==> src/hw/rtl/miie_pkg.sv <==
// Package for the MIPS immediate-format execute block.
// Holds opcode, status and memory-request codes and the result record type.
// No dependencies.
package miie_pkg;

  localparam int unsigned XLEN      = 64;
  localparam int unsigned INSN_W    = 32;
  localparam int unsigned IMM_W     = 16;
  localparam int unsigned IMM_SHIFT = 16;
  localparam int unsigned REG_IDX_W = 5;

  // Opcode field, bits [31:26]
  localparam logic [5:0] OP_BEQ   = 6'h04;
  localparam logic [5:0] OP_BNE   = 6'h05;
  localparam logic [5:0] OP_BLEZ  = 6'h06;
  localparam logic [5:0] OP_BGTZ  = 6'h07;
  localparam logic [5:0] OP_ADDI  = 6'h08;
  localparam logic [5:0] OP_ADDIU = 6'h09;
  localparam logic [5:0] OP_SLTI  = 6'h0A;
  localparam logic [5:0] OP_SLTIU = 6'h0B;
  localparam logic [5:0] OP_ANDI  = 6'h0C;
  localparam logic [5:0] OP_ORI   = 6'h0D;
  localparam logic [5:0] OP_XORI  = 6'h0E;
  localparam logic [5:0] OP_LUI   = 6'h0F;
  localparam logic [5:0] OP_BEQL  = 6'h14;
  localparam logic [5:0] OP_BNEL  = 6'h15;
  localparam logic [5:0] OP_BLEZL = 6'h16;
  localparam logic [5:0] OP_BGTZL = 6'h17;
  localparam logic [5:0] OP_LB    = 6'h20;
  localparam logic [5:0] OP_LH    = 6'h21;
  localparam logic [5:0] OP_LW    = 6'h23;
  localparam logic [5:0] OP_LBU   = 6'h24;
  localparam logic [5:0] OP_LHU   = 6'h25;
  localparam logic [5:0] OP_SB    = 6'h28;
  localparam logic [5:0] OP_SH    = 6'h29;
  localparam logic [5:0] OP_SW    = 6'h2B;
  localparam logic [5:0] OP_LL    = 6'h30;
  localparam logic [5:0] OP_SC    = 6'h38;

  // Likely branches have this opcode bit set
  localparam int unsigned LIKELY_BIT = 4;

  localparam logic [2:0] STAT_OK        = 3'd0;
  localparam logic [2:0] STAT_OVERFLOW  = 3'd1;
  localparam logic [2:0] STAT_LOAD_ADE  = 3'd2;
  localparam logic [2:0] STAT_STORE_ADE = 3'd3;
  localparam logic [2:0] STAT_UNHANDLED = 3'd4;

  localparam logic [1:0] MEM_NONE  = 2'd0;
  localparam logic [1:0] MEM_READ  = 2'd1;
  localparam logic [1:0] MEM_WRITE = 2'd2;

  localparam logic [1:0] SIZE_BYTE = 2'd0;
  localparam logic [1:0] SIZE_HALF = 2'd1;
  localparam logic [1:0] SIZE_WORD = 2'd2;

  typedef struct packed {
    logic [2:0]           status;
    logic                 reg_write;
    logic [REG_IDX_W-1:0] dest_reg;
    logic [XLEN-1:0]      reg_value;
    logic                 branch_taken;
    logic                 branch_likely;
    logic [1:0]           mem_op;
    logic [1:0]           mem_size;
    logic                 load_signed;
    logic [XLEN-1:0]      mem_address;
    logic [31:0]          store_data;
  } result_t;

endpackage

==> src/hw/rtl/miie_exec.sv <==
// Combinational execute unit: decodes one I-type instruction and forms its result.
// Depends on miie_pkg for opcodes, codes and result_t.
module miie_exec (
  input  logic [31:0]          insn,
  input  logic [63:0]          rs_val,
  input  logic [63:0]          rt_val,
  input  logic                 link_valid,
  output miie_pkg::result_t    res,
  output logic                 link_set
);

  logic [5:0]  op;
  logic [4:0]  rt_idx;
  logic [63:0] zimm;
  logic [63:0] simm;
  logic [63:0] addr;
  logic [31:0] sum32;
  logic        add_ovf;
  logic        likely;
  logic        rs_zero;

  assign op      = insn[31:26];
  assign rt_idx  = insn[20:16];
  assign zimm    = {48'd0, insn[15:0]};
  assign simm    = {{48{insn[15]}}, insn[15:0]};
  // One adder serves ADDI, ADDIU and the effective address
  assign addr    = rs_val + simm;
  assign sum32   = addr[31:0];
  assign add_ovf = (rs_val[31] == simm[31]) && (sum32[31] != rs_val[31]);
  assign likely  = op[miie_pkg::LIKELY_BIT];
  assign rs_zero = (rs_val == 64'd0);

  always_comb begin
    res      = '0;
    link_set = 1'b0;
    case (op)
      miie_pkg::OP_BEQ, miie_pkg::OP_BEQL: begin
        res.branch_taken  = (rs_val == rt_val);
        res.branch_likely = likely;
      end
      miie_pkg::OP_BNE, miie_pkg::OP_BNEL: begin
        res.branch_taken  = (rs_val != rt_val);
        res.branch_likely = likely;
      end
      miie_pkg::OP_BLEZ, miie_pkg::OP_BLEZL: begin
        res.branch_taken  = rs_zero || rs_val[63];
        res.branch_likely = likely;
      end
      miie_pkg::OP_BGTZ, miie_pkg::OP_BGTZL: begin
        res.branch_taken  = !rs_zero && !rs_val[63];
        res.branch_likely = likely;
      end
      miie_pkg::OP_ADDI: begin
        if (add_ovf) begin
          res.status = miie_pkg::STAT_OVERFLOW;
        end else begin
          res.reg_write = 1'b1;
          res.dest_reg  = rt_idx;
          res.reg_value = {{32{sum32[31]}}, sum32};
        end
      end
      miie_pkg::OP_ADDIU: begin
        res.reg_write = 1'b1;
        res.dest_reg  = rt_idx;
        res.reg_value = {{32{sum32[31]}}, sum32};
      end
      miie_pkg::OP_SLTI: begin
        res.reg_write = 1'b1;
        res.dest_reg  = rt_idx;
        res.reg_value = {63'd0, ($signed(rs_val) < $signed(simm))};
      end
      miie_pkg::OP_SLTIU: begin
        res.reg_write = 1'b1;
        res.dest_reg  = rt_idx;
        res.reg_value = {63'd0, (rs_val < simm)};
      end
      miie_pkg::OP_ANDI: begin
        res.reg_write = 1'b1;
        res.dest_reg  = rt_idx;
        res.reg_value = rs_val & zimm;
      end
      miie_pkg::OP_ORI: begin
        res.reg_write = 1'b1;
        res.dest_reg  = rt_idx;
        res.reg_value = rs_val | zimm;
      end
      miie_pkg::OP_XORI: begin
        res.reg_write = 1'b1;
        res.dest_reg  = rt_idx;
        res.reg_value = rs_val ^ zimm;
      end
      miie_pkg::OP_LUI: begin
        res.reg_write = 1'b1;
        res.dest_reg  = rt_idx;
        res.reg_value = {{32{insn[15]}}, insn[15:0], 16'd0};
      end
      miie_pkg::OP_LB, miie_pkg::OP_LBU: begin
        res.mem_address = addr;
        res.mem_size    = miie_pkg::SIZE_BYTE;
        res.mem_op      = miie_pkg::MEM_READ;
        res.dest_reg    = rt_idx;
        res.load_signed = (op != miie_pkg::OP_LBU);
      end
      miie_pkg::OP_LH, miie_pkg::OP_LHU: begin
        res.mem_address = addr;
        res.mem_size    = miie_pkg::SIZE_HALF;
        if (addr[0]) begin
          res.status = miie_pkg::STAT_LOAD_ADE;
        end else begin
          res.mem_op      = miie_pkg::MEM_READ;
          res.dest_reg    = rt_idx;
          res.load_signed = (op != miie_pkg::OP_LHU);
        end
      end
      miie_pkg::OP_LW, miie_pkg::OP_LL: begin
        res.mem_address = addr;
        res.mem_size    = miie_pkg::SIZE_WORD;
        if (addr[1:0] != 2'd0) begin
          res.status = miie_pkg::STAT_LOAD_ADE;
        end else begin
          res.mem_op      = miie_pkg::MEM_READ;
          res.dest_reg    = rt_idx;
          res.load_signed = 1'b1;
          link_set        = (op == miie_pkg::OP_LL);
        end
      end
      miie_pkg::OP_SB: begin
        res.mem_address = addr;
        res.mem_size    = miie_pkg::SIZE_BYTE;
        res.mem_op      = miie_pkg::MEM_WRITE;
        res.store_data  = rt_val[31:0];
      end
      miie_pkg::OP_SH: begin
        res.mem_address = addr;
        res.mem_size    = miie_pkg::SIZE_HALF;
        if (addr[0]) begin
          res.status = miie_pkg::STAT_STORE_ADE;
        end else begin
          res.mem_op     = miie_pkg::MEM_WRITE;
          res.store_data = rt_val[31:0];
        end
      end
      miie_pkg::OP_SW: begin
        res.mem_address = addr;
        res.mem_size    = miie_pkg::SIZE_WORD;
        if (addr[1:0] != 2'd0) begin
          res.status = miie_pkg::STAT_STORE_ADE;
        end else begin
          res.mem_op     = miie_pkg::MEM_WRITE;
          res.store_data = rt_val[31:0];
        end
      end
      miie_pkg::OP_SC: begin
        res.mem_address = addr;
        res.mem_size    = miie_pkg::SIZE_WORD;
        // failed SC: rt gets 0, no alignment check
        if (!link_valid) begin
          res.reg_write = 1'b1;
          res.dest_reg  = rt_idx;
        end else if (addr[1:0] != 2'd0) begin
          res.status = miie_pkg::STAT_STORE_ADE;
        end else begin
          res.mem_op     = miie_pkg::MEM_WRITE;
          res.store_data = rt_val[31:0];
          res.reg_write  = 1'b1;
          res.dest_reg   = rt_idx;
          res.reg_value  = 64'd1;
        end
      end
      default: begin
        res.status = miie_pkg::STAT_UNHANDLED;
      end
    endcase
  end

endmodule

==> src/hw/rtl/mips_immediate_instruction_execute.sv <==
// Top level of the MIPS immediate-format execute block.
// Depends on miie_pkg and miie_exec.
//
// Executes one I-type instruction per item and returns one result item for it:
// an ALU write-back, a branch decision, a memory request or an error status. An
// item is registered on entry, decoded and executed by one combinational pass
// (a single 64-bit adder shared by ADDI, ADDIU and address generation), and the
// result is registered on the way out, so out_valid rises as the item moves from
// the input registers into the result register, and one item is taken every cycle
// while the result side keeps up. The LL link bit is updated as an item moves into
// the result register, so an SC sees every LL accepted before it; only reset
// clears it.
module mips_immediate_instruction_execute (
  input  logic        clk,
  input  logic        rst_n,
  input  logic        in_valid,
  output logic        in_ready,
  input  logic [31:0] in_instruction,
  input  logic [63:0] in_rs_value,
  input  logic [63:0] in_rt_value,
  output logic        out_valid,
  input  logic        out_ready,
  output logic [2:0]  out_status,
  output logic        out_reg_write,
  output logic [4:0]  out_dest_reg,
  output logic [63:0] out_reg_value,
  output logic        out_branch_taken,
  output logic        out_branch_likely,
  output logic [1:0]  out_mem_op,
  output logic [1:0]  out_mem_size,
  output logic        out_load_signed,
  output logic [63:0] out_mem_address,
  output logic [31:0] out_store_data
);

  logic               in_valid_r;
  logic [31:0]        insn_r;
  logic [63:0]        rs_r;
  logic [63:0]        rt_r;
  logic               link_valid_r;
  logic               link_valid_nxt;
  logic               out_valid_r;
  miie_pkg::result_t  res_r;
  miie_pkg::result_t  res_nxt;
  logic               link_set;
  logic               advance;
  logic               in_fire;

  // Stage 1 moves on whenever the result register is free or being drained
  assign advance  = !out_valid_r || out_ready;
  assign in_ready = !in_valid_r || advance;
  assign in_fire  = in_valid && in_ready;

  miie_exec u_exec (
    .insn       (insn_r),
    .rs_val     (rs_r),
    .rt_val     (rt_r),
    .link_valid (link_valid_r),
    .res        (res_nxt),
    .link_set   (link_set)
  );

  assign link_valid_nxt = link_valid_r || (in_valid_r && advance && link_set);

  always_ff @(posedge clk) begin
    if (!rst_n) begin
      in_valid_r   <= 1'b0;
      out_valid_r  <= 1'b0;
      link_valid_r <= 1'b0;
    end else begin
      if (in_ready) begin
        in_valid_r <= in_valid;
      end
      if (advance) begin
        out_valid_r <= in_valid_r;
      end
      link_valid_r <= link_valid_nxt;
    end
  end

  always_ff @(posedge clk) begin
    if (in_fire) begin
      insn_r <= in_instruction;
      rs_r   <= in_rs_value;
      rt_r   <= in_rt_value;
    end
    if (advance && in_valid_r) begin
      res_r <= res_nxt;
    end
  end

  assign out_valid         = out_valid_r;
  assign out_status        = res_r.status;
  assign out_reg_write     = res_r.reg_write;
  assign out_dest_reg      = res_r.dest_reg;
  assign out_reg_value     = res_r.reg_value;
  assign out_branch_taken  = res_r.branch_taken;
  assign out_branch_likely = res_r.branch_likely;
  assign out_mem_op        = res_r.mem_op;
  assign out_mem_size      = res_r.mem_size;
  assign out_load_signed   = res_r.load_signed;
  assign out_mem_address   = res_r.mem_address;
  assign out_store_data    = res_r.store_data;

  // Link bit is only ever cleared by reset
  a_link_sticky: assert property (@(posedge clk) disable iff (!rst_n)
    $past(rst_n) |-> !$fell(link_valid_r))
    else $error("link bit dropped without reset");

  // Input side stalls only when both stages hold an item and the output is blocked
  a_no_bubble_stall: assert property (@(posedge clk) disable iff (!rst_n)
    !in_ready |-> (in_valid_r && out_valid_r && !out_ready))
    else $error("input stalled with room in the pipeline");

  // An error status never comes with a memory request or a write-back
  a_error_quiet: assert property (@(posedge clk) disable iff (!rst_n)
    (out_valid && out_status != miie_pkg::STAT_OK)
      |-> (out_mem_op == miie_pkg::MEM_NONE && !out_reg_write))
    else $error("error status with side effects");

  // A successful SC write needs the link bit set by an earlier LL
  a_sc_needs_link: assert property (@(posedge clk) disable iff (!rst_n)
    (in_valid_r && advance && insn_r[31:26] == miie_pkg::OP_SC
      && res_nxt.mem_op == miie_pkg::MEM_WRITE) |-> link_valid_r)
    else $error("SC stored without link");

endmodule

==> config.mk <==
export PLATFORM = sky130hd
export DESIGN_NAME = mips_immediate_instruction_execute
export DESIGN_NICKNAME = d
export VERILOG_FILES = /design/src/hw/rtl/miie_pkg.sv /design/src/hw/rtl/miie_exec.sv /design/src/hw/rtl/mips_immediate_instruction_execute.sv
export SDC_FILE = /design/constraint.sdc
export NUM_CORES = 1
export LEC_CHECK = 0
export ABC_AREA = 1
export BUFFER_PORTS_ARGS = -buffer_cell sky130_fd_sc_hd__buf_2
export CAP_MARGIN = 20
export CORE_ASPECT_RATIO = 0.9
export CORE_MARGIN = 1.5
export CORE_UTILIZATION = 57
export DETAILED_ROUTE_END_ITERATION = 7
export PLACE_DENSITY = 0.81
export SLEW_MARGIN = 5
export SYNTH_ARGS = -nofsm -noshare
export SYNTH_HDL_FRONTEND = slang
export SYNTH_SLANG_ARGS = --single-unit
==> constraint.sdc <==
create_clock -name clk -period 21.6 [get_ports clk]
set_clock_uncertainty 0.05 [all_clocks]
set_input_delay 2.16 -clock clk [delete_from_list [all_inputs] [get_ports clk]]
set_output_delay 2.16 -clock clk [all_outputs]
set_load 0.02 [all_outputs]
Word-level counts from Yosys, hierarchy flattened
Cells that the tools add are included.

storage, ports and cells
  flip-flop bits (word level) = 339
  input port bits = 164
  output and inout port bits = 178
  word-level logic and storage cells = 113

operators by class
  $add $sub $neg = 1
  $lt $le $gt $ge = 2
  equality and inequality tests = 32
  multiplexer cells = 32
  bitwise operators = 3
  reductions and logical operators = 26

operator list
  cell                                                             number
  64-bit case mux with 9 select lines                              1
  70-bit 2-to-1 mux                                                2
  32-bit case mux with 4 select lines                              1
  32-bit 2-to-1 mux                                                3
  64-bit adder                                                     1
  64-bit by 16-bit AND with 64-bit output                          1
  64-bit == test                                                   1
  64-bit logical NOT                                               1
  64-bit by 16-bit < comparator with 1-bit output                  1
  64-bit < comparator                                              1
  64-bit 2-to-1 mux                                                1
  64-bit inequality test                                           1
  64-bit by 16-bit OR with 64-bit output                           1
  64-bit by 16-bit bitwise XOR with 64-bit output                  1
  6-bit == test, second input constant                             10
  6-bit by 4-bit == test with 1-bit output, second input constant  8
  4-bit case mux with 7 select lines                               1
  5-bit case mux with 5 select lines                               1
  6-bit by 3-bit == test with 1-bit output, second input constant  4
  6-bit by 5-bit == test with 1-bit output, second input constant  4
  3-bit case mux with 7 select lines                               1
  18-bit OR reduction                                              1
  2-bit 2-to-1 mux                                                 7
  2-bit OR reduction                                               7
  other kinds (16)                                                 35

Logic depth before layout (Yosys ltp)
Gate-level depths: netlist of run 1.

  word-level depth = 6
  gate-level depth with buffers = 17
  depth with buffers taken out = 17

Cells and area by module
A second synthesis of run 1 with hierarchy kept.

second synthesis, totals
  cells, all modules = 2310
  area, all modules = 20482.1 um^2

by module, submodules not included
  module                              instances  cells an instance  area each (um^2)
  miie_exec                           1          1958               10264.8
  mips_immediate_instruction_execute  1          352                10217.3

Least setup slack after synthesis of run 1
OpenSTA, ideal clock, no wires.

  path type = input port to flip-flop
  from = input port out_ready
  to = register link_valid_r
  arrival = 11.379 ns
  data required time = 21.458 ns
  slack = 10.079 ns
  stages on the path = 4
  buffers on the path = 0
  cells stage by stage = inv_1 a21oi_1 nand4_1 a21oi_1

on the way
  longest elaborated chain between the ends = 4

RTL lines
  item                             line                                      RTL
  from (decl)                      mips_immediate_instruction_execute.sv:22  input logic out_ready,
  1-bit logical OR                 mips_immediate_instruction_execute.sv:50  assign advance = !out_valid_r || out_ready;
  1-bit logical AND (2 in series)  mips_immediate_instruction_execute.sv:63  assign link_valid_nxt = link_valid_r || (in_valid_r && advance && link_set);
  1-bit logical OR                 mips_immediate_instruction_execute.sv:63
  to (signal assigned)             mips_immediate_instruction_execute.sv:77  link_valid_r <= link_valid_nxt;
  to (decl)                        mips_immediate_instruction_execute.sv:40  logic link_valid_r;

No other way between the ends.
A chain may end at the register's enable or synchronous reset.

==> flow_summary.json, run 1 <==
{
  "outcome": "completed",
  "max_cap_viol_count": 0,
  "final_number_of_setup_violating_endpoints": 0,
  "netlist_top_cells_count": "369 x sky130_fd_sc_hd__nand2_1, 331 x sky130_fd_sc_hd__edfxtp_1, 328 x sky130_fd_sc_hd__inv_1",
  "data_required_time_of_the_critical_path_ps": 21800,
  "setup_total_negative_slack_ps": 0,
  "route.vias.total": 17800,
  "yosysUniqueCellTypes": 51,
  "worst_slack_ps": 16590,
  "critical_path.endpoint_type": "register",
  "crit_path_top_delay_cell": "sky130_fd_sc_hd__clkinv_1",
  "hpwlAfterDp_um": 50800,
  "initialDrtViolationCount": 1855,
  "crit_path_max_fanout": 36,
  "clock-sinks": 334,
  "fillerInstances": 2778,
  "yosys.cell_count.top_type": "sky130_fd_sc_hd__nand2_1",
  "gpl.final_weighted_congestion": 1.02,
  "tot_pwr_mw": 1.71,
  "floorplan.die_area_sq_um": 36600,
  "maximum_number_of_pins_on_one_net_before_global_route_repair": 178,
  "worst_slew_pin_tran_ps": 1180,
  "post-synth-top-area-cell": "sky130_fd_sc_hd__edfxtp_1",
  "portBuffers": 336,
  "post_drt_wl_per_cell_um": 21.6,
  "drt_drc_violations_left": 0,
  "grt_util_all_layers": 0.358,
  "reg2reg_from": "insn_r[15]",
  "final_nets": 2910,
  "regToRegSetupSlack_ps": 16590,
  "route.final.wire_length_um": 66700,
  "finalNonFillerCells": 3094,
  "synth.cell_area_sq_um": 20200,
  "floorplan.core_area_sq_um": 35000,
  "cts_htree_levels": 2,
  "placement.cell_area_sq_um": 22400,
  "postSynthRegisterBits": 334,
  "finalWorstPathRequiredPeriod_ps": 5010,
  "hold_end": "out_valid",
  "worst_ir_drop_vdd_mv": 0.0749,
  "floorplan.initialDensity": 0.577,
  "hold_violations": 0,
  "io_pins": 342,
  "drive_gt1_frac": 0.170,
  "ctsHoldBuffers": 0,
  "asyncSetResetFlopFracSynth": 0,
  "yosys-top-cells-area": "sky130_fd_sc_hd__edfxtp_1 49%, sky130_fd_sc_hd__ha_1 8.9%, sky130_fd_sc_hd__nand2_1 6.9%",
  "critPathLaunchType": "register",
  "synthCells": 2254,
  "setup_slack_placement_ps": 16700,
  "postLayoutCoreUtil": 0.674,
  "critPathArrivalTime_ps": 5210,
  "worstHoldPathType": "register to register",
  "synth_sequential_area_ratio": 0.495,
  "postCtsResizedCells": 0,
  "rows": 65,
  "drt-vias-per-instance": 5.75,
  "synth.net_count": 2562,
  "r2r_end": "out_reg_value[31]",
  "cts_tree": "done",
  "post_synth_edffs": 331,
  "worst_path_largest_cell_delay_ps": 770,
  "clk_path_buf_depth": 3,
  "power_per_cell_area_nw_per_um2": 72.5,
  "grt_antenna_before_repair": 1,
  "path_clk_slew_ps": 70,
  "syn2layout_area_growth_pct": 16.7,
  "timing.max_slew.rel_slack": 0.212,
  "grt_first_pass_wirelength_um": 98700,
  "worst-setup-path-type": "register to register",
  "hold_start": "out_valid",
  "grt_remaining_overflow": 0,
  "fin_worst_hold_slack_ps": 510,
  "rsz0062_at_grt": "false",
  "fp.dieW_um": 201,
  "placed_cells": 3034,
  "synthFlopType": "sky130_fd_sc_hd__edfxtp_1",
  "yosysWarningCount": 0,
  "period_utilization_post_route": 0.232,
  "clock_latency_ps": 540,
  "yosys.area.top_type_share": 0.492,
  "static-leakage-power_nw": 10.7,
  "rr_worst_depth": 14,
  "report.final.slew_viol_count": 0,
  "worstPathCellList": "buf_4 -> clkinv_1 -> ha_1 -> inv_2 -> a21oi_1 -> o21ai_1 -> inv_1 -> nand2_1 -> a21oi_2 -> nand2_2 -> nand2_2 -> nand3_4 -> nand3_4 -> nand3_1",
  "min_delay_path_depth": 2,
  "clockRootBuffer": "sky130_fd_sc_hd__clkbuf_16",
  "numCtsBuffers": 35,
  "grt_pass1_vias": 16900,
  "synth.avg_cell_area_sq_um": 8.96,
  "timing.fmax_ghz": 0.200,
  "drtAntennaViolNets": 0,
  "cts_setup_buffers": 0,
  "dieHeight_um": 182,
  "design_area_sq_um": 23600,
  "detail_route.first_pass.iterations": 6
}
-- routing by layer --
layer | part of all wire | global-route usage
met4 | 0.020 | 0.0809
met3 | 0.11 | 0.0847
met2 | 0.42 | 0.522
met1 | 0.44 | 0.542
met5 | 0 | 0
-- kinds of logic after synthesis --
family,count (synthesis),synth area share
xor gates and xnor gates,65,0.0282
AOI/OAI and AO/OA,381,0.108
and+or+nand+nor,957,0.206
buffers and inverters,373,0.0728
adders and majority gates,144,0.0896
DFF,334,0.495
-- how the worst max path moves through the flow --
stage                          start           endpoint  slack, ps  depth (start not counted)
final                     insn_r[15]  out_reg_value[31]      16590                         14
after global routing      insn_r[15]  out_reg_value[31]      16490                         14
after CTS                  out_ready           in_ready      16690                          4
after detailed placement   out_ready           in_ready      16700                          4
after global placement     out_ready           in_ready      16720                          4
after floorplan            out_ready       link_valid_r      10080                          4
-- area by class of cell --
class,count,area [sq um],area share
Sequential cell,334,10000,0.424
Timing Repair Buffer,349,1810,0.0769
Multi-Input combinational cell,1547,8740,0.371
Inverter,335,1260,0.0536
Antenna cell,1,2.50,0.000106
Tap cell,469,587,0.0249
Clock inverter,13,194,0.00823
Clock buffer,46,960,0.0407
-- power breakdown --
| part | total, mW | leakage, nW | internal [mW] | switching [mW] |
|---|---|---|---|---|
| Sequential | 0.777 | 3.34 | 0.751 | 0.0267 |
| Combinational | 0.312 | 6.83 | 0.0930 | 0.219 |
| Clock | 0.619 | 0.562 | 0.372 | 0.247 |
| Total | 1.71 | 10.7 | 1.22 | 0.492 |
-- layout by cell type, fill, tap and decap left out, types with 27 or more instances in the layout --
| cell | netlist | routed |
|---|---|---|
| sky130_fd_sc_hd__buf_2 | 13 | 336 |
| sky130_fd_sc_hd__o21ai_0 | 89 | 89 |
| sky130_fd_sc_hd__nor2_1 | 321 | 321 |
| sky130_fd_sc_hd__xnor2_1 | 37 | 37 |
| sky130_fd_sc_hd__a21oi_1 | 180 | 179 |
| sky130_fd_sc_hd__xor2_1 | 28 | 28 |
| sky130_fd_sc_hd__inv_1 | 328 | 326 |
| sky130_fd_sc_hd__nand2_1 | 369 | 369 |
| sky130_fd_sc_hd__nand3_1 | 134 | 134 |
| sky130_fd_sc_hd__nand4_1 | 27 | 27 |
| sky130_fd_sc_hd__ha_1 | 143 | 143 |
| sky130_fd_sc_hd__clkbuf_16 | 0 | 37 |
| sky130_fd_sc_hd__nor3_1 | 34 | 34 |
| sky130_fd_sc_hd__edfxtp_1 | 331 | 331 |
-- worst max-delay path, delay by kind of cell, from the launching register on --
family | cells | cell delay, ps
AO/OA/AOI/OAI | 3 | 710
adder cells (fa/ha/maj) | 1 | 730
buffers and inverters | 4 | 1200
flip-flops | 1 | 320
AND/OR/NAND/NOR | 6 | 1590
No activity file was read; power rests on OpenSTA's default activity.
==> inputs of run 2 (changes only) <==
- ABC_AREA: 1 -> 0
- CORE_UTILIZATION: 57 -> 51
- PLACE_DENSITY: 0.81 -> 0.77
- clock period: 21.6 -> 4.1 ns (I/O delays scaled with it)
==> flow_summary.json, run 2 <==
{
  "outcome": "completed",
  "clockRootBuffer": "sky130_fd_sc_hd__clkbuf_16",
  "placed_cells": 2418,
  "synth_sequential_area_ratio": 0.539,
  "yosys.area.top_type_share": 0.536,
  "detail_route.first_pass.iterations": 5,
  "drtAntennaViolNets": 0,
  "setup_slack_placement_ps": 361,
  "data_required_time_of_the_critical_path_ps": 4410,
  "drive_gt1_frac": 0.246,
  "r2r_end": "out_mem_address[62]",
  "asyncSetResetFlopFracSynth": 0,
  "timing.fmax_ghz": 0.263,
  "synth.net_count": 1897,
  "clock-sinks": 334,
  "clk_path_buf_depth": 3,
  "cts_htree_levels": 2,
  "setup_total_negative_slack_ps": 0,
  "floorplan.core_area_sq_um": 36000,
  "timing.max_slew.rel_slack": 0.251,
  "grt_first_pass_wirelength_um": 95200,
  "crit_path_max_fanout": 5,
  "hold_end": "insn_r[29]",
  "most_common_cell_after_layout_fill_and_taps_aside": "sky130_fd_sc_hd__buf_2",
  "critical_path.endpoint_type": "register",
  "drt_drc_violations_left": 0,
  "final_number_of_setup_violating_endpoints": 0,
  "final_nets": 2430,
  "grt_pass1_vias": 15100,
  "worst_slack_ps": 298,
  "io_pins": 342,
  "clock_latency_ps": 560,
  "power_per_cell_area_nw_per_um2": 403,
  "synth.avg_cell_area_sq_um": 11.7,
  "floorplan.initialDensity": 0.515,
  "path_clk_slew_ps": 60,
  "min_delay_path_depth": 1,
  "period_utilization_post_route": 0.927,
  "grt_antenna_before_repair": 3,
  "syn2layout_area_growth_pct": 29.5,
  "reg2reg_from": "rs_r[0]",
  "yosysUniqueCellTypes": 91,
  "regToRegSetupSlack_ps": 300,
  "tot_pwr_mw": 9.68,
  "top_signal_layer_used": "met5",
  "hpwlAfterDp_um": 46500,
  "design_area_sq_um": 24000,
  "yosys-top-cells-area": "sky130_fd_sc_hd__edfxtp_1 54%, sky130_fd_sc_hd__ha_1 9.7%, sky130_fd_sc_hd__xnor2_1 3.0%",
  "finalWorstPathRequiredPeriod_ps": 3800,
  "worst_ir_drop_vdd_mv": 0.396,
  "dieHeight_um": 184,
  "critical_path_buf_inv_count": 2,
  "post_drt_wl_per_cell_um": 24.9,
  "rr_worst_depth": 14,
  "drt-vias-per-instance": 5.91,
  "rsz0062_at_grt": "false",
  "grt_remaining_overflow": 0,
  "critPathArrivalTime_ps": 4110,
  "initialDrtViolationCount": 1677,
  "fp.dieW_um": 204,
  "critPathLaunchType": "register",
  "finalNonFillerCells": 2625,
  "wirelength_met1_um": 28200,
  "detailroute.wirelength.met2_um": 28500,
  "maximum_number_of_pins_on_one_net_before_global_route_repair": 178,
  "floorplan.die_area_sq_um": 37500,
  "cts_setup_buffers": 0,
  "crit_path_top_delay_cell": "sky130_fd_sc_hd__edfxtp_1",
  "yosys.cell_count.top_type": "sky130_fd_sc_hd__edfxtp_1",
  "postLayoutCoreUtil": 0.667,
  "route.vias.total": 15500,
  "postSynthRegisterBits": 334,
  "yosysWarningCount": 0,
  "gpl.final_weighted_congestion": 0.939,
  "post-synth-top-area-cell": "sky130_fd_sc_hd__edfxtp_1",
  "portBuffers": 336,
  "fin_worst_hold_slack_ps": 4.87,
  "worstPathCellList": "ha_1 -> inv_1 -> fa_1 -> nor2b_1 -> o21ai_1 -> a211oi_1 -> o21ai_1 -> a41oi_1 -> buf_4 -> a221oi_4 -> o21ai_4 -> a31oi_2 -> o21ai_2 -> mux2i_1",
  "worst-setup-path-type": "register to register",
  "cts_tree": "done",
  "worstHoldPathType": "input pin to register",
  "rows": 66,
  "synthFlopType": "sky130_fd_sc_hd__edfxtp_1",
  "grt_util_all_layers": 0.344,
  "hold_start": "in_instruction[29]",
  "netlist_top_cells_count": "331 x sky130_fd_sc_hd__edfxtp_1, 143 x sky130_fd_sc_hd__ha_1, 142 x sky130_fd_sc_hd__nor2_1",
  "synth.cell_area_sq_um": 18500,
  "static-leakage-power_nw": 9.96,
  "route.final.wire_length_um": 65300,
  "cpMostUsedCell": "sky130_fd_sc_hd__o21ai_1",
  "met3RoutedLength_um": 6550,
  "max_cap_viol_count": 0,
  "post_synth_edffs": 331,
  "placement.cell_area_sq_um": 21300,
  "worst_slew_pin_tran_ps": 1120,
  "worst_path_dominant_cell_family": "compound AO/OA/AOI/OAI gates",
  "hold_violations": 0,
  "synthCells": 1589,
  "numCtsBuffers": 36,
  "worst_path_largest_cell_delay_ps": 460,
  "layout_common_cells": "336 x sky130_fd_sc_hd__buf_2, 331 x sky130_fd_sc_hd__edfxtp_1, 143 x sky130_fd_sc_hd__ha_1",
  "report.final.slew_viol_count": 0
}
-- run 2: changes by cell type in the layout (fill, tap and decap cells not counted), sizes merged, moves of 26 or more --
| cell | change |
|---|---|
| o21ai | -28 |
| nand2 | -323 |
| inv | -234 |
| nand3 | -130 |
| a21oi | -82 |
| buf | +80 |
| a21o | +35 |
| xnor2 | +26 |
| nor2 | -186 |
| dlygate4sd3 | +142 |
| and2 | +34 |
-- run 2: final cells by class --
cell class | instances | area [sq um]
fill | 2702 | 12000
sequential | 334 | 10000
multi-input combinational | 1082 | 7850
timing repair buffer | 571 | 3860
clock buffer | 40 | 937
tap | 476 | 596
clock inverter | 23 | 393
inverter | 97 | 367
antenna | 2 | 5.00
-- run 2: cells by family after synthesis --
kind of cell,Yosys count,synth area share
AOI/OAI and AO/OA,393,0.146
DFF,334,0.539
and+or+nand+nor,419,0.118
buffers and inverters,173,0.0391
adders and majority gates,144,0.0976
xor gates and xnor gates,107,0.0506
muxes,19,0.0103
-- run 2: worst max path at each step --
stage / startpoint / endpoint / slack [ps] / cells past startpoint
after floorplan: insn_r[15] / out_mem_address[56] / -1030 / 13
after global placement: insn_r[15] / out_mem_address[60] / 420 / 11
after detailed placement: insn_r[15] / out_mem_address[62] / 360 / 11
after CTS: insn_r[15] / out_mem_address[62] / 330 / 11
after global routing: insn_r[15] / out_mem_address[62] / 140 / 11
final: rs_r[0] / out_mem_address[62] / 300 / 14
-- run 2: timing repair --
item,4_1_cts,5_1_grt
hold endpoints to repair,138,4
resized for setup,0,0
hold buffers,138,4
-- run 2: per-layer routing --
layer  vias up  global-route usage
li1       6947                   -
met1      7496               0.495
met2       938               0.518
met3       136              0.0697
met4         2               0.116
met5         -                   0
-- run 2: power breakdown --
part | total (mW) | switching [mW] | internal, mW
combinational | 1.83 | 1.12 | 0.710
clock | 3.70 | 1.46 | 2.24
sequential | 4.15 | 0.165 | 3.98
total | 9.68 | 2.74 | 6.93
==> inputs of run 3 (changes only) <==
- CORE_UTILIZATION: 51 -> 53
- CTS_BUF_LIST: default -> sky130_fd_sc_hd__clkbuf_4 sky130_fd_sc_hd__clkbuf_8
- PLACE_DENSITY: 0.77 -> 0.8
==> flow_summary.json, run 3 (synthesis results as in run 2) <==
{
  "outcome": "completed",
  "crit_path_top_delay_cell": "sky130_fd_sc_hd__edfxtp_1",
  "max_cap_viol_count": 0,
  "worst_slack_ps": 159,
  "static-leakage-power_nw": 9.87,
  "regToRegSetupSlack_ps": 160,
  "fp.dieW_um": 200,
  "clock_latency_ps": 620,
  "hold_start": "out_ready",
  "power.share.sequential": 0.465,
  "rsz0062_at_grt": "false",
  "portBuffers": 336,
  "grt_antenna_before_repair": 0,
  "drt-vias-per-instance": 5.95,
  "clock-sinks": 334,
  "route.final.wire_length_um": 65300,
  "clockRootBuffer": "sky130_fd_sc_hd__clkbuf_8",
  "timing.max_slew.rel_slack": 0.417,
  "tot_pwr_mw": 8.94,
  "critPathArrivalTime_ps": 4250,
  "grt_first_pass_wirelength_um": 95900,
  "finalWorstPathRequiredPeriod_ps": 3940,
  "internal_power_mw": 6.25,
  "finalNonFillerCells": 2640,
  "maximum_number_of_pins_on_one_net_before_global_route_repair": 85,
  "worst_slew_pin_tran_ps": 871,
  "antennaDiodeCount": 0,
  "worst-setup-path-type": "register to register",
  "cts_setup_buffers": 0,
  "grt_remaining_overflow": 0,
  "period_utilization_post_route": 0.961,
  "worst_path_largest_cell_delay_ps": 430,
  "hpwlAfterDp_um": 46400,
  "floorplan.initialDensity": 0.542,
  "dieHeight_um": 180,
  "hold_violations": 0,
  "syn2layout_area_growth_pct": 28.2,
  "power_frac_comb": 0.204,
  "power_switching_share": 0.301,
  "initialDrtViolationCount": 1479,
  "io_pins": 342,
  "crit_path_max_fanout": 33,
  "drtAntennaViolNets": 0,
  "reg2reg_from": "insn_r[15]",
  "hold_end": "out_valid",
  "gpl.final_weighted_congestion": 1.02,
  "grt_pass1_vias": 15500,
  "drt_drc_violations_left": 0,
  "timing.fmax_ghz": 0.254,
  "design_area_sq_um": 23800,
  "r2r_end": "out_reg_value[53]",
  "worst_ir_drop_vdd_mv": 0.308,
  "floorplan.core_area_sq_um": 34200,
  "cts_tree": "done",
  "detail_route.first_pass.iterations": 8,
  "clk_path_buf_depth": 3,
  "fillerInstances": 2419,
  "floorplan.die_area_sq_um": 36100,
  "rr_worst_depth": 14,
  "power_per_cell_area_nw_per_um2": 376,
  "final_nets": 2444,
  "worstHoldPathType": "input pin to register",
  "rows": 64,
  "grt_util_all_layers": 0.354,
  "worstPathCellList": "inv_1 -> buf_4 -> ha_1 -> inv_2 -> a21oi_2 -> o311ai_1 -> nor4_1 -> a21oi_2 -> xnor2_1 -> nand2_1 -> o2111ai_2 -> o21ai_2 -> buf_4 -> a21o_1",
  "numCtsBuffers": 53,
  "report.final.slew_viol_count": 0,
  "path_clk_slew_ps": 70,
  "clockPowerShare": 0.332,
  "most_common_cell_after_layout_fill_and_taps_aside": "sky130_fd_sc_hd__buf_2",
  "setup_slack_placement_ps": 261,
  "min_delay_path_depth": 3,
  "route.vias.total": 15700,
  "final_number_of_setup_violating_endpoints": 0,
  "critical_path.endpoint_type": "register",
  "critPathLaunchType": "register",
  "p_switching_mw": 2.69,
  "placement.cell_area_sq_um": 21100,
  "post_drt_wl_per_cell_um": 24.7,
  "drive_gt1_frac": 0.249,
  "layout_common_cells": "336 x sky130_fd_sc_hd__buf_2, 331 x sky130_fd_sc_hd__edfxtp_1, 157 x sky130_fd_sc_hd__dlygate4sd3_1",
  "cts_htree_levels": 2,
  "data_required_time_of_the_critical_path_ps": 4410,
  "placed_cells": 2386
}
## run 3: power by group through the flow
stage	Sequential, mW	Combinational [mW]	Clock [mW]
after floorplan	4.29	0.919	0
after global placement	4.20	1.63	0
after detailed placement	4.21	1.64	0
after CTS	4.14	1.77	2.95
after global routing	4.16	1.94	3.12
final	4.15	1.82	2.97
## run 3: critical path: cells and delay by family, from the launching register on
kind | cells | cell delay, ps
buffers and inverters | 4 | 830
and+or+nand+nor | 2 | 560
adders and majority gates | 1 | 400
DFF | 1 | 430
xor gates and xnor gates | 1 | 190
AOI/OAI and AO/OA | 6 | 1160
## run 3: worst max-delay path by stage
stage / start / end / slack [ps] / cells after the start
after detailed placement: insn_r[15] / out_reg_value[16] / 260 / 12
after global routing: insn_r[15] / out_reg_value[53] / 5 / 13
after global placement: insn_r[15] / out_reg_value[0] / 200 / 14
final: insn_r[15] / out_reg_value[53] / 160 / 14
after CTS: insn_r[15] / out_reg_value[53] / 210 / 13
after floorplan: insn_r[15] / out_mem_address[56] / -1030 / 13
## run 3: area by class of cell
class | instances | area (sq um) | area share
multi-input cells | 1082 | 7870 | 0.331
clock buffers | 70 | 857 | 0.0361
inverters | 97 | 367 | 0.0154
repair buffers | 568 | 3890 | 0.164
clock inverters | 27 | 214 | 0.00900
flip-flops and latches | 334 | 10000 | 0.421
well taps | 462 | 578 | 0.0243
## run 3: metal layers
layer	track usage	wire [um]	vias up
met1	0.495	27500	7568
met3	0.0812	6880	152
met4	0.127	2210	0
li1	-	-	6987
met5	0	0	-
met2	0.541	28700	1011
## run 3: per-stage QoR
stage | hold slack (ps) | utilization | TNS (ps)
after floorplan | 413 | - | -84470
after global placement | 430 | 0.618 | 0
after detailed placement | 481 | 0.618 | 0
after CTS | 111 | 0.695 | 0
after global routing | 140 | 0.695 | 0
final | 144 | 0.695 | 0
## run 3: timing repair
item	4_1_cts	5_1_grt
resized for setup	0	3
endpoints found under the setup margin	0	32
endpoints found under the hold margin	157	0
hold buffers	157	0
